File: config.mk
export PLATFORM = sky130hd
export DESIGN_NAME = ins_ctrl
export DESIGN_NICKNAME = d
export VERILOG_FILES = /design/src/hw/rtl/ins_pkg.sv /design/src/hw/rtl/ins_ctrl.sv
export SDC_FILE = /design/constraint.sdc
export NUM_CORES = 1
export LEC_CHECK = 0
export BUFFER_PORTS_ARGS = -buffer_cell sky130_fd_sc_hd__clkbuf_2
export CAP_MARGIN = 20
export CELL_PAD_IN_SITES_DETAIL_PLACEMENT = 1
export CELL_PAD_IN_SITES_GLOBAL_PLACEMENT = 2
export CORE_AREA = 2 2 77 79
export DETAILED_ROUTE_END_ITERATION = 8
export DIE_AREA = 0 0 79 81
export PLACE_DENSITY = 0.73
export SLEW_MARGIN = 15
export SYNTH_ARGS = -nofsm -noshare
export SYNTH_HDL_FRONTEND = slang
export SYNTH_SLANG_ARGS = --single-unit
File: constraint.sdc
create_clock -name clk -period 2.3 [get_ports clk]
set_clock_uncertainty 0.15 [all_clocks]
set_input_delay 0.23 -clock clk [delete_from_list [all_inputs] [get_ports clk]]
set_output_delay 0.23 -clock clk [all_outputs]
set_load 0.01 [all_outputs]
File: src/hw/rtl/ins_pkg.sv
// types and constants shared by the interval node store modules
// no dependencies
package ins_pkg;
  localparam int MaxIntervals = 64;
  localparam int MaxChildren = 16;
  localparam int ResultLimit = 64;
  localparam int IdxW = $clog2(MaxIntervals);
  localparam int CntW = $clog2(MaxIntervals + 1);
  localparam int CIdxW = (MaxChildren > 1) ? $clog2(MaxChildren) : 1;
  localparam int CCntW = $clog2(MaxChildren + 1);
  localparam int NhW = $clog2(ResultLimit);

  // config register byte addresses
  localparam logic [3:0] ADDR_OWN_SEQ = 4'd0;
  localparam logic [3:0] ADDR_NODE_BEGIN = 4'd8;

  typedef enum logic [2:0] {
    KIND_ADD   = 3'd0,
    KIND_FIND1 = 3'd1,
    KIND_FINDA = 3'd2,
    KIND_ADDC  = 3'd3,
    KIND_CHILD = 3'd4,
    KIND_CLOSE = 3'd5
  } kind_t;

  localparam logic [1:0] ST_OK = 2'd0;
  localparam logic [1:0] ST_NONE = 2'd1;
  localparam logic [1:0] ST_FULL = 2'd2;
  localparam logic [1:0] ST_EARLY = 2'd3;

  // controller to datapath
  typedef struct packed {
    logic       capture;    // register the input word
    logic       do_add;     // write interval at count
    logic       do_addc;    // write child at count
    logic       do_close;   // close node
    logic       rd_int;     // read interval at scan index
    logic       rd_chd;     // read child at scan index
    logic       scan_clr;   // scan index to zero
    logic       scan_inc;   // advance scan index
    logic       ans_load;   // child answer from read data
    logic       hold_load;  // hold register from interval read data
    logic       out_load;   // output hit register from hold register
  } cmd_t;

  // datapath to controller
  typedef struct packed {
    logic [2:0] kind;
    logic       int_full;
    logic       chd_full;
    logic       closed;
    logic       close_early;
    logic       int_end;    // scan index reached interval count
    logic       chd_end;
    logic       int_hit;    // registered read entry covers query
    logic       key_hit;
    logic       chd_le;     // registered child begin <= query
  } stat_t;
endpackage

File: src/hw/rtl/ins_ctrl.sv
// sequencer for one input word: capture, scan, result output register
// depends on ins_pkg
module ins_ctrl (
  input  logic              clk,
  input  logic              rst,
  input  logic              in_valid,
  output logic              in_stall,
  output logic              out_valid,
  input  logic              out_stall,
  output ins_pkg::cmd_t     cmd,
  input  ins_pkg::stat_t    stat,
  output logic [1:0]        status,
  output logic              hit_sel,
  output logic              ans_sel,
  output logic              last
);
  import ins_pkg::*;

  typedef enum logic [7:0] {
    S_IDLE = 8'b00000001,
    S_DEC  = 8'b00000010,
    S_IRD  = 8'b00000100,
    S_ICHK = 8'b00001000,
    S_FIN  = 8'b00010000,
    S_CRD  = 8'b00100000,
    S_CCHK = 8'b01000000,
    S_OUT  = 8'b10000000
  } state_t;

  state_t state, state_next;
  logic out_valid_next;
  logic [NhW-1:0] nhits, nhits_next;  // find-all words sent before the held hit
  logic held, held_next;              // a hit waits in the hold register
  logic [1:0] status_next;
  logic hit_sel_next, ans_sel_next, last_next;
  logic out_free;
  logic match;

  assign out_free = !out_valid || !out_stall;

  always_ff @(posedge clk) begin
    if (rst) begin
      state <= S_IDLE;
      out_valid <= 1'b0;
      nhits <= '0;
      held <= 1'b0;
      status <= ST_OK;
      hit_sel <= 1'b0;
      ans_sel <= 1'b0;
      last <= 1'b0;
    end else begin
      state <= state_next;
      out_valid <= out_valid_next;
      nhits <= nhits_next;
      held <= held_next;
      status <= status_next;
      hit_sel <= hit_sel_next;
      ans_sel <= ans_sel_next;
      last <= last_next;
    end
  end

  // a find-all hit is held until the next hit or the end of the scan,
  // so last can be set on the final word
  always_comb begin
    state_next = state;
    cmd = '0;
    out_valid_next = out_valid && out_stall;
    nhits_next = nhits;
    held_next = held;
    status_next = status;
    hit_sel_next = hit_sel;
    ans_sel_next = ans_sel;
    last_next = last;
    in_stall = (state != S_IDLE) || out_valid;
    match = stat.int_hit && (stat.kind == KIND_FINDA || stat.key_hit);
    case (state)
      S_IDLE: begin
        if (in_valid && !out_valid) begin
          cmd.capture = 1'b1;
          state_next = S_DEC;
        end
      end
      S_DEC: begin
        cmd.scan_clr = 1'b1;
        nhits_next = '0;
        held_next = 1'b0;
        hit_sel_next = 1'b0;
        ans_sel_next = 1'b0;
        last_next = 1'b1;
        status_next = ST_OK;
        case (stat.kind)
          KIND_ADD: begin
            cmd.do_add = !stat.int_full;
            if (stat.int_full) status_next = ST_FULL;
            out_valid_next = 1'b1;
            state_next = S_OUT;
          end
          KIND_ADDC: begin
            cmd.do_addc = !stat.chd_full;
            if (stat.chd_full) status_next = ST_FULL;
            out_valid_next = 1'b1;
            state_next = S_OUT;
          end
          KIND_CLOSE: begin
            cmd.do_close = !stat.closed && !stat.close_early;
            if (!stat.closed && stat.close_early) status_next = ST_EARLY;
            out_valid_next = 1'b1;
            state_next = S_OUT;
          end
          KIND_FIND1, KIND_FINDA: state_next = S_IRD;
          KIND_CHILD: state_next = S_CRD;
          default: state_next = S_IDLE;
        endcase
      end
      S_IRD: begin
        if (stat.int_end) begin
          if (held) begin
            state_next = S_FIN;
          end else begin
            // nothing matched, nothing sent yet
            status_next = ST_NONE;
            last_next = 1'b1;
            out_valid_next = 1'b1;
            state_next = S_OUT;
          end
        end else begin
          cmd.rd_int = 1'b1;
          cmd.scan_inc = 1'b1;
          state_next = S_ICHK;
        end
      end
      S_ICHK: begin
        if (!match) begin
          state_next = S_IRD;
        end else if (stat.kind == KIND_FIND1 || !held) begin
          cmd.hold_load = 1'b1;
          held_next = 1'b1;
          state_next = (stat.kind == KIND_FIND1) ? S_FIN : S_IRD;
        end else if (out_free) begin
          cmd.out_load = 1'b1;
          out_valid_next = 1'b1;
          status_next = ST_OK;
          hit_sel_next = 1'b1;
          if (nhits == NhW'(ResultLimit - 1)) begin
            // held hit is the last one allowed, this one is dropped
            last_next = 1'b1;
            state_next = S_OUT;
          end else begin
            last_next = 1'b0;
            nhits_next = nhits + 1'b1;
            cmd.hold_load = 1'b1;
            state_next = S_IRD;
          end
        end
      end
      S_FIN: begin
        if (out_free) begin
          cmd.out_load = 1'b1;
          out_valid_next = 1'b1;
          status_next = ST_OK;
          hit_sel_next = 1'b1;
          last_next = 1'b1;
          state_next = S_OUT;
        end
      end
      S_CRD: begin
        if (stat.chd_end) begin
          out_valid_next = 1'b1;
          ans_sel_next = 1'b1;
          status_next = ST_OK;
          last_next = 1'b1;
          state_next = S_OUT;
        end else begin
          cmd.rd_chd = 1'b1;
          cmd.scan_inc = 1'b1;
          state_next = S_CCHK;
        end
      end
      S_CCHK: begin
        if (stat.chd_le) cmd.ans_load = 1'b1;
        if (stat.chd_le && !stat.chd_end) begin
          state_next = S_CRD;
        end else begin
          out_valid_next = 1'b1;
          ans_sel_next = 1'b1;
          status_next = ST_OK;
          last_next = 1'b1;
          state_next = S_OUT;
        end
      end
      S_OUT: begin
        if (out_free) state_next = S_IDLE;
      end
      default: state_next = S_IDLE;
    endcase
  end

  assert property (@(posedge clk) disable iff (rst)
    out_valid && out_stall |=> out_valid && $stable(status) && $stable(last))
    else $error("output word changed under stall");
  assert property (@(posedge clk) disable iff (rst)
    cmd.capture |-> state == S_IDLE && !out_valid)
    else $error("capture while busy");
  assert property (@(posedge clk) disable iff (rst)
    $onehot0({cmd.do_add, cmd.do_addc, cmd.do_close}))
    else $error("more than one store update");
endmodule
==> impl_metrics.ini, run 1 <==
[status]
run_status = finished, violations left
failed_checks = setup timing

[cts]
ctsHoldBuffers = 0
cts.sinks = 21
clk-insertion-delay-late_ps = 270
clk_path_buf_depth = 2
clk_pin_slew_worst_paths_ps = 90
cts_buffers = 3
htreeDepth = 1
cts-root-buf = clkbuf_8
cts_tree = built

[placement]
place_congestion = 0.809
portBuffers = 33
dp_slack_ps = 24.6
dp_cells = 316
place_hpwl_mm = 3.81

[floorplan]
start_util_pct = 25.6
rows = 28
die_y_um = 81
coreArea_sq_um = 5680
die_w_um = 79
io_pins = 34
die-area_sq_um = 6400

[critical_path]
cp_common_cell = buf_6
cp_data_required_time_ps = 1920
startpoint_type = flip-flop
crit_type = reg -> out
cpPeakStageDelay_ps = 540
cpMaxStageDelayCell = or4_4
critPathCaptureType = output pin
cpLargestDelayFamily = simple AND/OR/NAND/NOR gates
crit_buf_inv = 2
cp.arrival_ps = 1990
ff2ff_path_depth = 7
cp_max_fo = 5
worstReg2RegStart = state[7]
reg2reg_to = status[0]
reg2reg_slack_ps = -50
worstPathCellList = or4_4 > or3_4 > buf_6 > nor2_4 > and2_4 > buf_6

[yosys]
ys_ff_latch = 21
yosysUniqueCellTypes = 47
synth_edf_count = 0
ys_seq_area_share_pct = 28.9
async_flop_share_pct = 0
yosys_warnings = 0
synth_top_flop_cell = dfxtp_1
synth_nets = 214
netlist_area_sq_um = 1450
syn_area_per_cell_sq_um = 7.38
netlist_instances = 197

[power]
vdd.ir_drop.worst_mv = 0.230
total_power_w = 0.000795
power_leakage_nw = 0.859
p_seq_share_pct = 46.7
netSwitchingFraction_pct = 28.8
p_comb_share_pct = 21.3
p_per_area_nw_per_um2 = 386
intPower_w = 0.000566
clkPwrFrac_pct = 32.0
power.switching_w = 0.000229

[route]
routed-via-count = 1601
drc = 0
routedWlPerCell_um = 15.0
antenna_left = 0
wirelength_mm = 4.88
drt_pass1_iterations = 4
via_per_inst = 4.94
drtIter0Drc = 47

[cells_and_area]
n_fill_cell = 736
fin_cells = 324
final_nets = 267
final_core_util_pct = 36.3
synthToLayoutAreaGrowth_pct = 41.7
diodes = 0
drive_above_1_share_pct = 37.8

[run]
max-cap-violations = 0

[timing]
setup_viol = 3
fin_crit_ps = 2370
rsz0062_at_grt = true
slew_headroom_pct = 63.1
timing.fmax_mhz = 422
final_hold_viol_count = 0
final_max_slew_viol_count = 0
post-route-period-util_pct = 103
worst_slew_pin_slew_ps = 548
postLayoutSetupSlackWorst_ps = -68.9
setup_tns_ps = -141

[worst_hold_path]
worst_hold_startpoint = in_valid
hold_path_class = in -> reg
whs_path_depth = 3
min_to = state[1]

[global_routing]
grt_max_degree = 17
antenna_found_initial = 0
grt_pass1_vias = 1654
grt_usage_pct = 16.2
grt_pass1_wl_mm = 8.20
grt_overflow_total = 0
[cell usage after synthesis (2+ instances only)]
cell	n	area, sq um
nor2_1	28	105
dfxtp_1	21	420
nand2_1	15	56.3
a21oi_1	13	65.1
clkbuf_1	9	33.8
inv_1	8	30.0
nor2b_1	8	50.1
and2_1	7	43.8
nand2b_1	7	43.8
nand3_1	7	35.0
nor4_1	7	43.8
nor3_1	6	30.0
xor2_1	6	52.6
nand4_1	5	31.3
o21ai_0	5	25.0
or3_1	4	25.0
and3_1	3	18.8
nand4b_1	3	26.3
a31oi_1	2	12.5
a32oi_1	2	17.5
buf_6	2	22.5
o31ai_1	2	15.0
o32ai_1	2	17.5
or2_2	2	12.5
[logic make-up after synthesis]
family	Yosys count	share of synthesized area, %
buffers and inverters	20	6.45
adders and majority gates	1	0.860
AOI/OAI and AO/OA	36	17.0
DFF	21	28.9
and+or+nand+nor	110	41.0
muxes	2	1.46
xor gates and xnor gates	7	4.22
[power groups by stage]
stage / registers [W] / logic (W) / clock network [W]
detailed placement: 0.000380 / 0.000143 / 0
global placement: 0.000380 / 0.000143 / 0
floorplan: 0.000382 / 0.0000776 / 0
global route: 0.000372 / 0.000188 / 0.000277
CTS: 0.000371 / 0.000151 / 0.000263
finish: 0.000371 / 0.000169 / 0.000254
[worst max path at each step]
stage	slack [ps]	cells after the start	to	start
6_report	-70	6	cmd[1]	state[7]
2_1_floorplan	-10	8	status[0]	state[1]
5_1_grt	-120	6	cmd[1]	state[7]
3_3_place_gp	80	7	nhits[0]	state[7]
4_1_cts	-90	6	cmd[1]	state[7]
3_5_place_dp	20	8	nhits[3]	state[7]
[per-layer routing]
| metal | global-route usage [%] | wire length [um] | up-vias | share of wire (%) |
|---|---|---|---|---|
| li1 | - | - | 805 | - |
| met2 | 28.7 | 2400 | 21 | 49 |
| met3 | 2.11 | 110 | 7 | 2.3 |
| met5 | 0 | 0 | - | 0 |
| met1 | 20.7 | 2310 | 768 | 47 |
| met4 | 4.14 | 56 | 0 | 1.1 |
[registers in the layout, indices dropped and copies added, names as in the netlist]
register and flops:
last 1, hit_sel 1, state 8, status 2
nhits 6, held 1, out_valid 1, ans_sel 1
[cell usage in the layout (no fill, tap or decap), drive strengths merged, types with 7 or more instances in the layout]
master and instances:
o21ai 7, buf 29, nor2b 8, a21oi 13, and2 7, nor2 28, nand2 16, nand3 7
inv 8, nand2b 7, dfxtp 21, nor4 8, clkbuf 34
[worst min-delay path: stages]
cell and delay, ps:
clkbuf_2 80, nand2b_1 110, nor3_1 60
[metrics by stage]
step | area (sq um) | hold slack [ps]
floorplan | 1450 | 159
global placement | 1820 | 298
detailed placement | 1820 | 319
CTS | 1900 | 87.8
global route | 2060 | 124
finish | 2060 | 96.3
[cell type report]
| cell class | instances | area, sq um | share of cell area [%] |
|---|---|---|---|
| inverter | 8 | 30.0 | 1.46 |
| clock buffer | 3 | 41.3 | 2.00 |
| timing repair buffer | 60 | 385 | 18.7 |
| sequential | 21 | 423 | 20.5 |
| tap | 75 | 93.8 | 4.55 |
| multi-input combinational | 156 | 1080 | 52.5 |
| clock inverter | 1 | 5.00 | 0.243 |
[timing repair]
| item | CTS | global route |
|---|---|---|
| pin swaps | 1 | 7 |
| buffers inserted | 1 | 3 |
| setup endpoints to repair | 5 | 21 |
| gates resized for setup | 6 | 29 |
Power figures use the tool's default switching activity.
==> inputs of run 2 (changes only) <==
==> constraint.sdc (replaced) <==
create_clock -name clk -period 1.9 [get_ports clk]
set_clock_uncertainty 0.15 [all_clocks]
set_input_delay 0.19 -clock clk [delete_from_list [all_inputs] [get_ports clk]]
set_output_delay 0.19 -clock clk [all_outputs]
set_load 0.01 [all_outputs]
==> run 2 against run 1 <==
Against the previous run: clock-buffer cell count unchanged; first-iteration DRC count down 45%; cell area up 31%; the flow still finishes with violations (setup timing); sequential power is 21% higher; core utilization up 11 points; sequential cell count did not move; clock power grew 22%; wire length grew 19%; largest power group unchanged.
==> impl_metrics.ini, run 2 (synthesis results as in run 1) <==
[placement]
place_hpwl_mm = 4.17
place_congestion = 0.914
portBuffers = 33
dp_slack_ps = -402

[power]
p_per_area_nw_per_um2 = 395
power.switching_w = 0.000316
p_seq_share_pct = 42.0
netSwitchingFraction_pct = 29.6
p_comb_share_pct = 29.1
intPower_w = 0.000752
power_leakage_nw = 1.14
clkPwrFrac_pct = 29.0
vdd.ir_drop.worst_mv = 0.311

[cells_and_area]
synthToLayoutAreaGrowth_pct = 86.0
final_nets = 314
largest_reg_flops = 8
final_cell_mix = buf_4, clkbuf_2, nor2_1, buf_6, dfxtp_1
diodes = 0
top_register = state
n_fill_cell = 706
reg_top3 = state: 8 flops, nhits: 6 flops, status: 2 flops
final_common_cell = buf_4
drive_above_1_share_pct = 56.1

[critical_path]
critPathCaptureType = flip-flop
cp-startpoint = state[7]
cp_max_fo = 4
reg2reg_to = nhits[0]
cp.arrival_ps = 2360
cpPeakStageDelay_ps = 540
worstReg2RegStart = state[7]
crit_type = reg -> reg
ff2ff_path_depth = 7
cp_data_required_time_ps = 1950
cpMaxStageDelayCell = or4_4
reg2reg_slack_ps = -410
worstPathCellList = or4_4 > or3_4 > buf_6 > o21ai_4 > nand2_2 > or3_1 > a21oi_1
startpoint_type = flip-flop

[floorplan]
coreArea_sq_um = 5680
die_y_um = 81
rows = 28
die-area_sq_um = 6400
die_w_um = 79
start_util_pct = 25.6
io_pins = 34

[timing]
postLayoutSetupSlackWorst_ps = -414
fin_crit_ps = 2310
timing.fmax_mhz = 432
slew_headroom_pct = 72.7
final_hold_viol_count = 0
whs_ps = 59.2
worst_slew_pin_slew_ps = 405
post-route-period-util_pct = 122
setup_tns_ps = -6540
final_max_slew_viol_count = 0
rsz0062_at_grt = true
setup_viol = 29

[cts]
cts-root-buf = clkbuf_8
cts_buffers = 3
clk_path_buf_depth = 2
clk-insertion-delay-late_ps = 270
cts.sinks = 21
htreeDepth = 1
clk_pin_slew_worst_paths_ps = 90
cts_tree = built

[route]
routed-via-count = 1847
drt_pass1_iterations = 4
drtIter0Drc = 26
via_per_inst = 4.98
drc = 0
wirelength_mm = 5.81
antenna_left = 0
routedWlPerCell_um = 15.6

[status]
run_status = finished, violations left
failed_checks = setup timing

[worst_hold_path]
worst_hold_startpoint = in_valid
whs_path_depth = 3
min_to = state[1]
hold_path_class = in -> reg

[global_routing]
grt_pass1_wl_mm = 8.82
grt_pass1_vias = 1781
grt_max_degree = 17
grt_overflow_total = 0
antenna_found_initial = 0
grt_usage_pct = 17.6

[run]
max-cap-violations = 0
run 2: cell types whose count changed in the layout (fill, tap and decap cells not counted), moves of 4 or more:
cell and delta:
buf_2 +5, nor2_4 +5, dfxtp_1 -5, nand2_1 -4, buf_6 +17, buf_4 +32, clkbuf_2 -9
run 2: per-stage QoR:
step,util (%),cell area [sq um],total power [W],instances
floorplan,-,1490,0.000559,197
global placement,36.1,2050,0.000661,342
detailed placement,36.1,2050,0.000664,342
CTS,41.1,2330,0.00102,359
global route,47.6,2700,0.00111,371
finish,47.6,2700,0.00107,371
run 2: routing by layer:
metal | wire [um] | part of all wire, % | track usage (%) | vias to the layer above
met3 | 136 | 2.3 | 1.56 | 4
met5 | 0 | 0 | 0 | -
met1 | 2450 | 42 | 21.5 | 914
met4 | 49 | 0.84 | 4.14 | 0
met2 | 3170 | 55 | 33.4 | 23
li1 | - | - | - | 906
run 2: worst max path at each step:
stage | to | slack [ps]
6_report | nhits[0] | -410
5_1_grt | nhits[0] | -470
4_1_cts | cmd[1] | -430
3_5_place_dp | status[0] | -400
3_3_place_gp | nhits[0] | -320
2_1_floorplan | status[0] | -390
run 2: area by class of cell:
class,instances,area (sq um),area share (%)
Inverter,8,32.5,1.20
Clock inverter,1,5.00,0.185
Clock buffer,3,41.3,1.53
Tap cell,75,93.8,3.47
Timing Repair Buffer,107,827,30.6
Multi-Input combinational cell,156,1270,47.0
Sequential cell,21,434,16.1
run 2: repair_timing:
item,CTS,global route
hold buffers,0,0
endpoints found under the setup margin,29,29
pin swaps,10,22
buffers inserted,13,14
gates resized for setup,37,68
run 2: worst max-delay path, delay by kind of cell (launching register included):
family,cells,cell delay (ps)
flip-flops,1,330
AND/OR/NAND/NOR,4,1320
AO/OA/AOI/OAI,2,290
buffers and inverters,1,150
run 2: power groups by stage:
stage	Combinational, W	Sequential, W	Clock [W]
3_3_place_gp	0.000201	0.000460	0
4_1_cts	0.000255	0.000450	0.000315
3_5_place_dp	0.000203	0.000460	0
2_1_floorplan	0.0000963	0.000462	0
5_1_grt	0.000335	0.000449	0.000331
6_report	0.000310	0.000448	0.000309
==> inputs of run 3 (changes only) <==
--- a/config.mk
+++ b/config.mk
@@ -10,9 +10,11 @@
 export CELL_PAD_IN_SITES_DETAIL_PLACEMENT = 1
 export CELL_PAD_IN_SITES_GLOBAL_PLACEMENT = 2
 export CORE_AREA = 2 2 77 79
+export CTS_CLUSTER_DIAMETER = 60
 export DETAILED_ROUTE_END_ITERATION = 8
 export DIE_AREA = 0 0 79 81
 export PLACE_DENSITY = 0.73
+export REMOVE_ABC_BUFFERS = 1
 export SLEW_MARGIN = 15
 export SYNTH_ARGS = -nofsm -noshare
 export SYNTH_HDL_FRONTEND = slang
==> run 3 against run 2 <==
Against the previous run: the flow still finishes with violations (setup timing); sequential share of layout area decreased by 1.1 points; power is 1.9% higher; largest power group unchanged; critical path depth decreased by 1; combinational power grew 5%; cell area rose by 7.5%; hold slack better by 30 ps; first-iteration DRC count increased by 31%; die area did not move; wire length rose by 13%; clock power increased by 2%; global-route usage increased by 1.7 points.
==> impl_metrics.ini, run 3 (synthesis results as in run 1) <==
[status]
run_status = finished, violations left
failed_checks = setup timing

[placement]
dp_slack_ps = -418
place_congestion = 0.775
portBuffers = 33
dp_cells = 346
place_hpwl_mm = 4.12

[global_routing]
grt_usage_pct = 19.3
grt_max_degree = 17
grt_pass1_vias = 1959
grt_pass1_wl_mm = 9.65
antenna_found_initial = 0
grt_overflow_total = 0

[route]
routedWlPerCell_um = 17.2
wirelength_mm = 6.56
antenna_left = 0
drc = 0
drtIter0Drc = 34
routed-via-count = 1896
via_per_inst = 4.96
drt_pass1_iterations = 4

[cells_and_area]
diodes = 0
n_fill_cell = 689
fin_cells = 382
reg_top3 = state: 8 flops, nhits: 6 flops, status: 2 flops
final_common_cell = buf_4
largest_reg_flops = 8
final_cell_mix = buf_4, buf_6, clkbuf_2
synthToLayoutAreaGrowth_pct = 100
top_register = state
drive_above_1_share_pct = 59.9
multi_input_comb_area_sq_um = 1330
final_nets = 325
seqCellArea_sq_um = 434

[critical_path]
cp_data_required_time_ps = 1920
startpoint_type = flip-flop
critPathCaptureType = flip-flop
cp.arrival_ps = 2390
crit_type = reg -> reg
cp_max_fo = 2

[timing]
final_hold_viol_count = 0
postLayoutSetupSlackWorst_ps = -470
setup_viol = 29
post-route-period-util_pct = 125
slew_headroom_pct = 67.3
worst_slew_pin_slew_ps = 486
final_max_slew_viol_count = 0
fin_crit_ps = 2370
rsz0062_at_grt = true
timing.fmax_mhz = 422

[cts]
htreeDepth = 1
clk-insertion-delay-late_ps = 280
cts.sinks = 21
cts_tree = built
cts_buffers = 3
clk_pin_slew_worst_paths_ps = 80
cts-root-buf = clkbuf_8
clk_path_buf_depth = 2
ctsHoldBuffers = 0

[power]
netSwitchingFraction_pct = 30.4
p_per_area_nw_per_um2 = 374
clkPwrFrac_pct = 28.8
p_comb_share_pct = 29.8
p_seq_share_pct = 41.3
intPower_w = 0.000756
power.switching_w = 0.000331
power_leakage_nw = 1.23
vdd.ir_drop.worst_mv = 0.188

[floorplan]
die_w_um = 79
io_pins = 34
start_util_pct = 25.6
die-area_sq_um = 6400
rows = 28
die_y_um = 81
coreArea_sq_um = 5680

[worst_hold_path]
hold_path_class = in -> reg

[run]
max-cap-violations = 0
run 3: changes by cell type in the layout (fill, tap and decap cells not counted), sizes merged:
cell | before | now
buf | 85 | 95
bufbuf | 0 | 1
clkbuf | 25 | 26
inv | 8 | 7
run 3: metrics by stage:
| step | utilization, % | TNS, ps | hold slack, ps | instance area, sq um | total power (W) |
|---|---|---|---|---|---|
| global placement | 36.3 | -3850 | 298 | 2060 | 0.000659 |
| finish | 51.2 | -7590 | 89.6 | 2910 | 0.00109 |
| floorplan | - | -2700 | 109 | 1390 | 0.000542 |
| CTS | 45.0 | -6390 | 63.4 | 2550 | 0.00104 |
| global route | 51.2 | -9840 | 96.2 | 2910 | 0.00113 |
| detailed placement | 36.3 | -4680 | 312 | 2060 | 0.000663 |
run 3: critical path: stages (launching register included):
cell and delay, ps:
dfxtp_2 330, or4_4 540, buf_4 170, a2111oi_4 410, nor2_4 80, nor4_4 260
mux2_4 330
run 3: layout make-up:
cell class	count	share of cell area, %
clock buffer	4	1.55
inverter	8	1.20
multi-input combinational	156	45.9
sequential	21	14.9
tap	75	3.23
timing repair buffer	118	33.2
run 3: final timing paths:
| kind | startpoint | end | slack (ps) | cells after the start |
|---|---|---|---|---|
| max | state[7] | status[0] | -470 | 6 |
| min | in_valid | state[1] | 90 | 3 |
| max reg2reg | state[7] | status[0] | -470 | 6 |
| min reg2reg | hit_sel | hit_sel | 320 | 2 |
run 3: power by group through the flow:
stage          registers [W]  logic [W]  clock network, W
5_1_grt             0.000450   0.000349          0.000334
6_report            0.000449   0.000324          0.000314
3_3_place_gp        0.000460   0.000200                 0
3_5_place_dp        0.000460   0.000203                 0
2_1_floorplan       0.000465  0.0000778                 0
4_1_cts             0.000450   0.000279          0.000313
run 3: layer usage:
| layer | wire (um) | GRT usage [%] | vias to the layer above |
|---|---|---|---|
| met1 | 2750 | 23.5 | 939 |
| met2 | 3570 | 36.4 | 23 |
| met3 | 105 | 1.67 | 12 |
| met5 | 0 | 0 | - |
| li1 | - | - | 922 |
| met4 | 135 | 5.17 | 0 |
run 3: what timing repair did:
| item | in CTS | in global routing |
|---|---|---|
| pin swaps | 14 | 17 |
| buffers inserted | 18 | 18 |
| resized for setup | 69 | 67 |
| endpoints found under the setup margin | 30 | 32 |
| gates cloned | 1 | 0 |
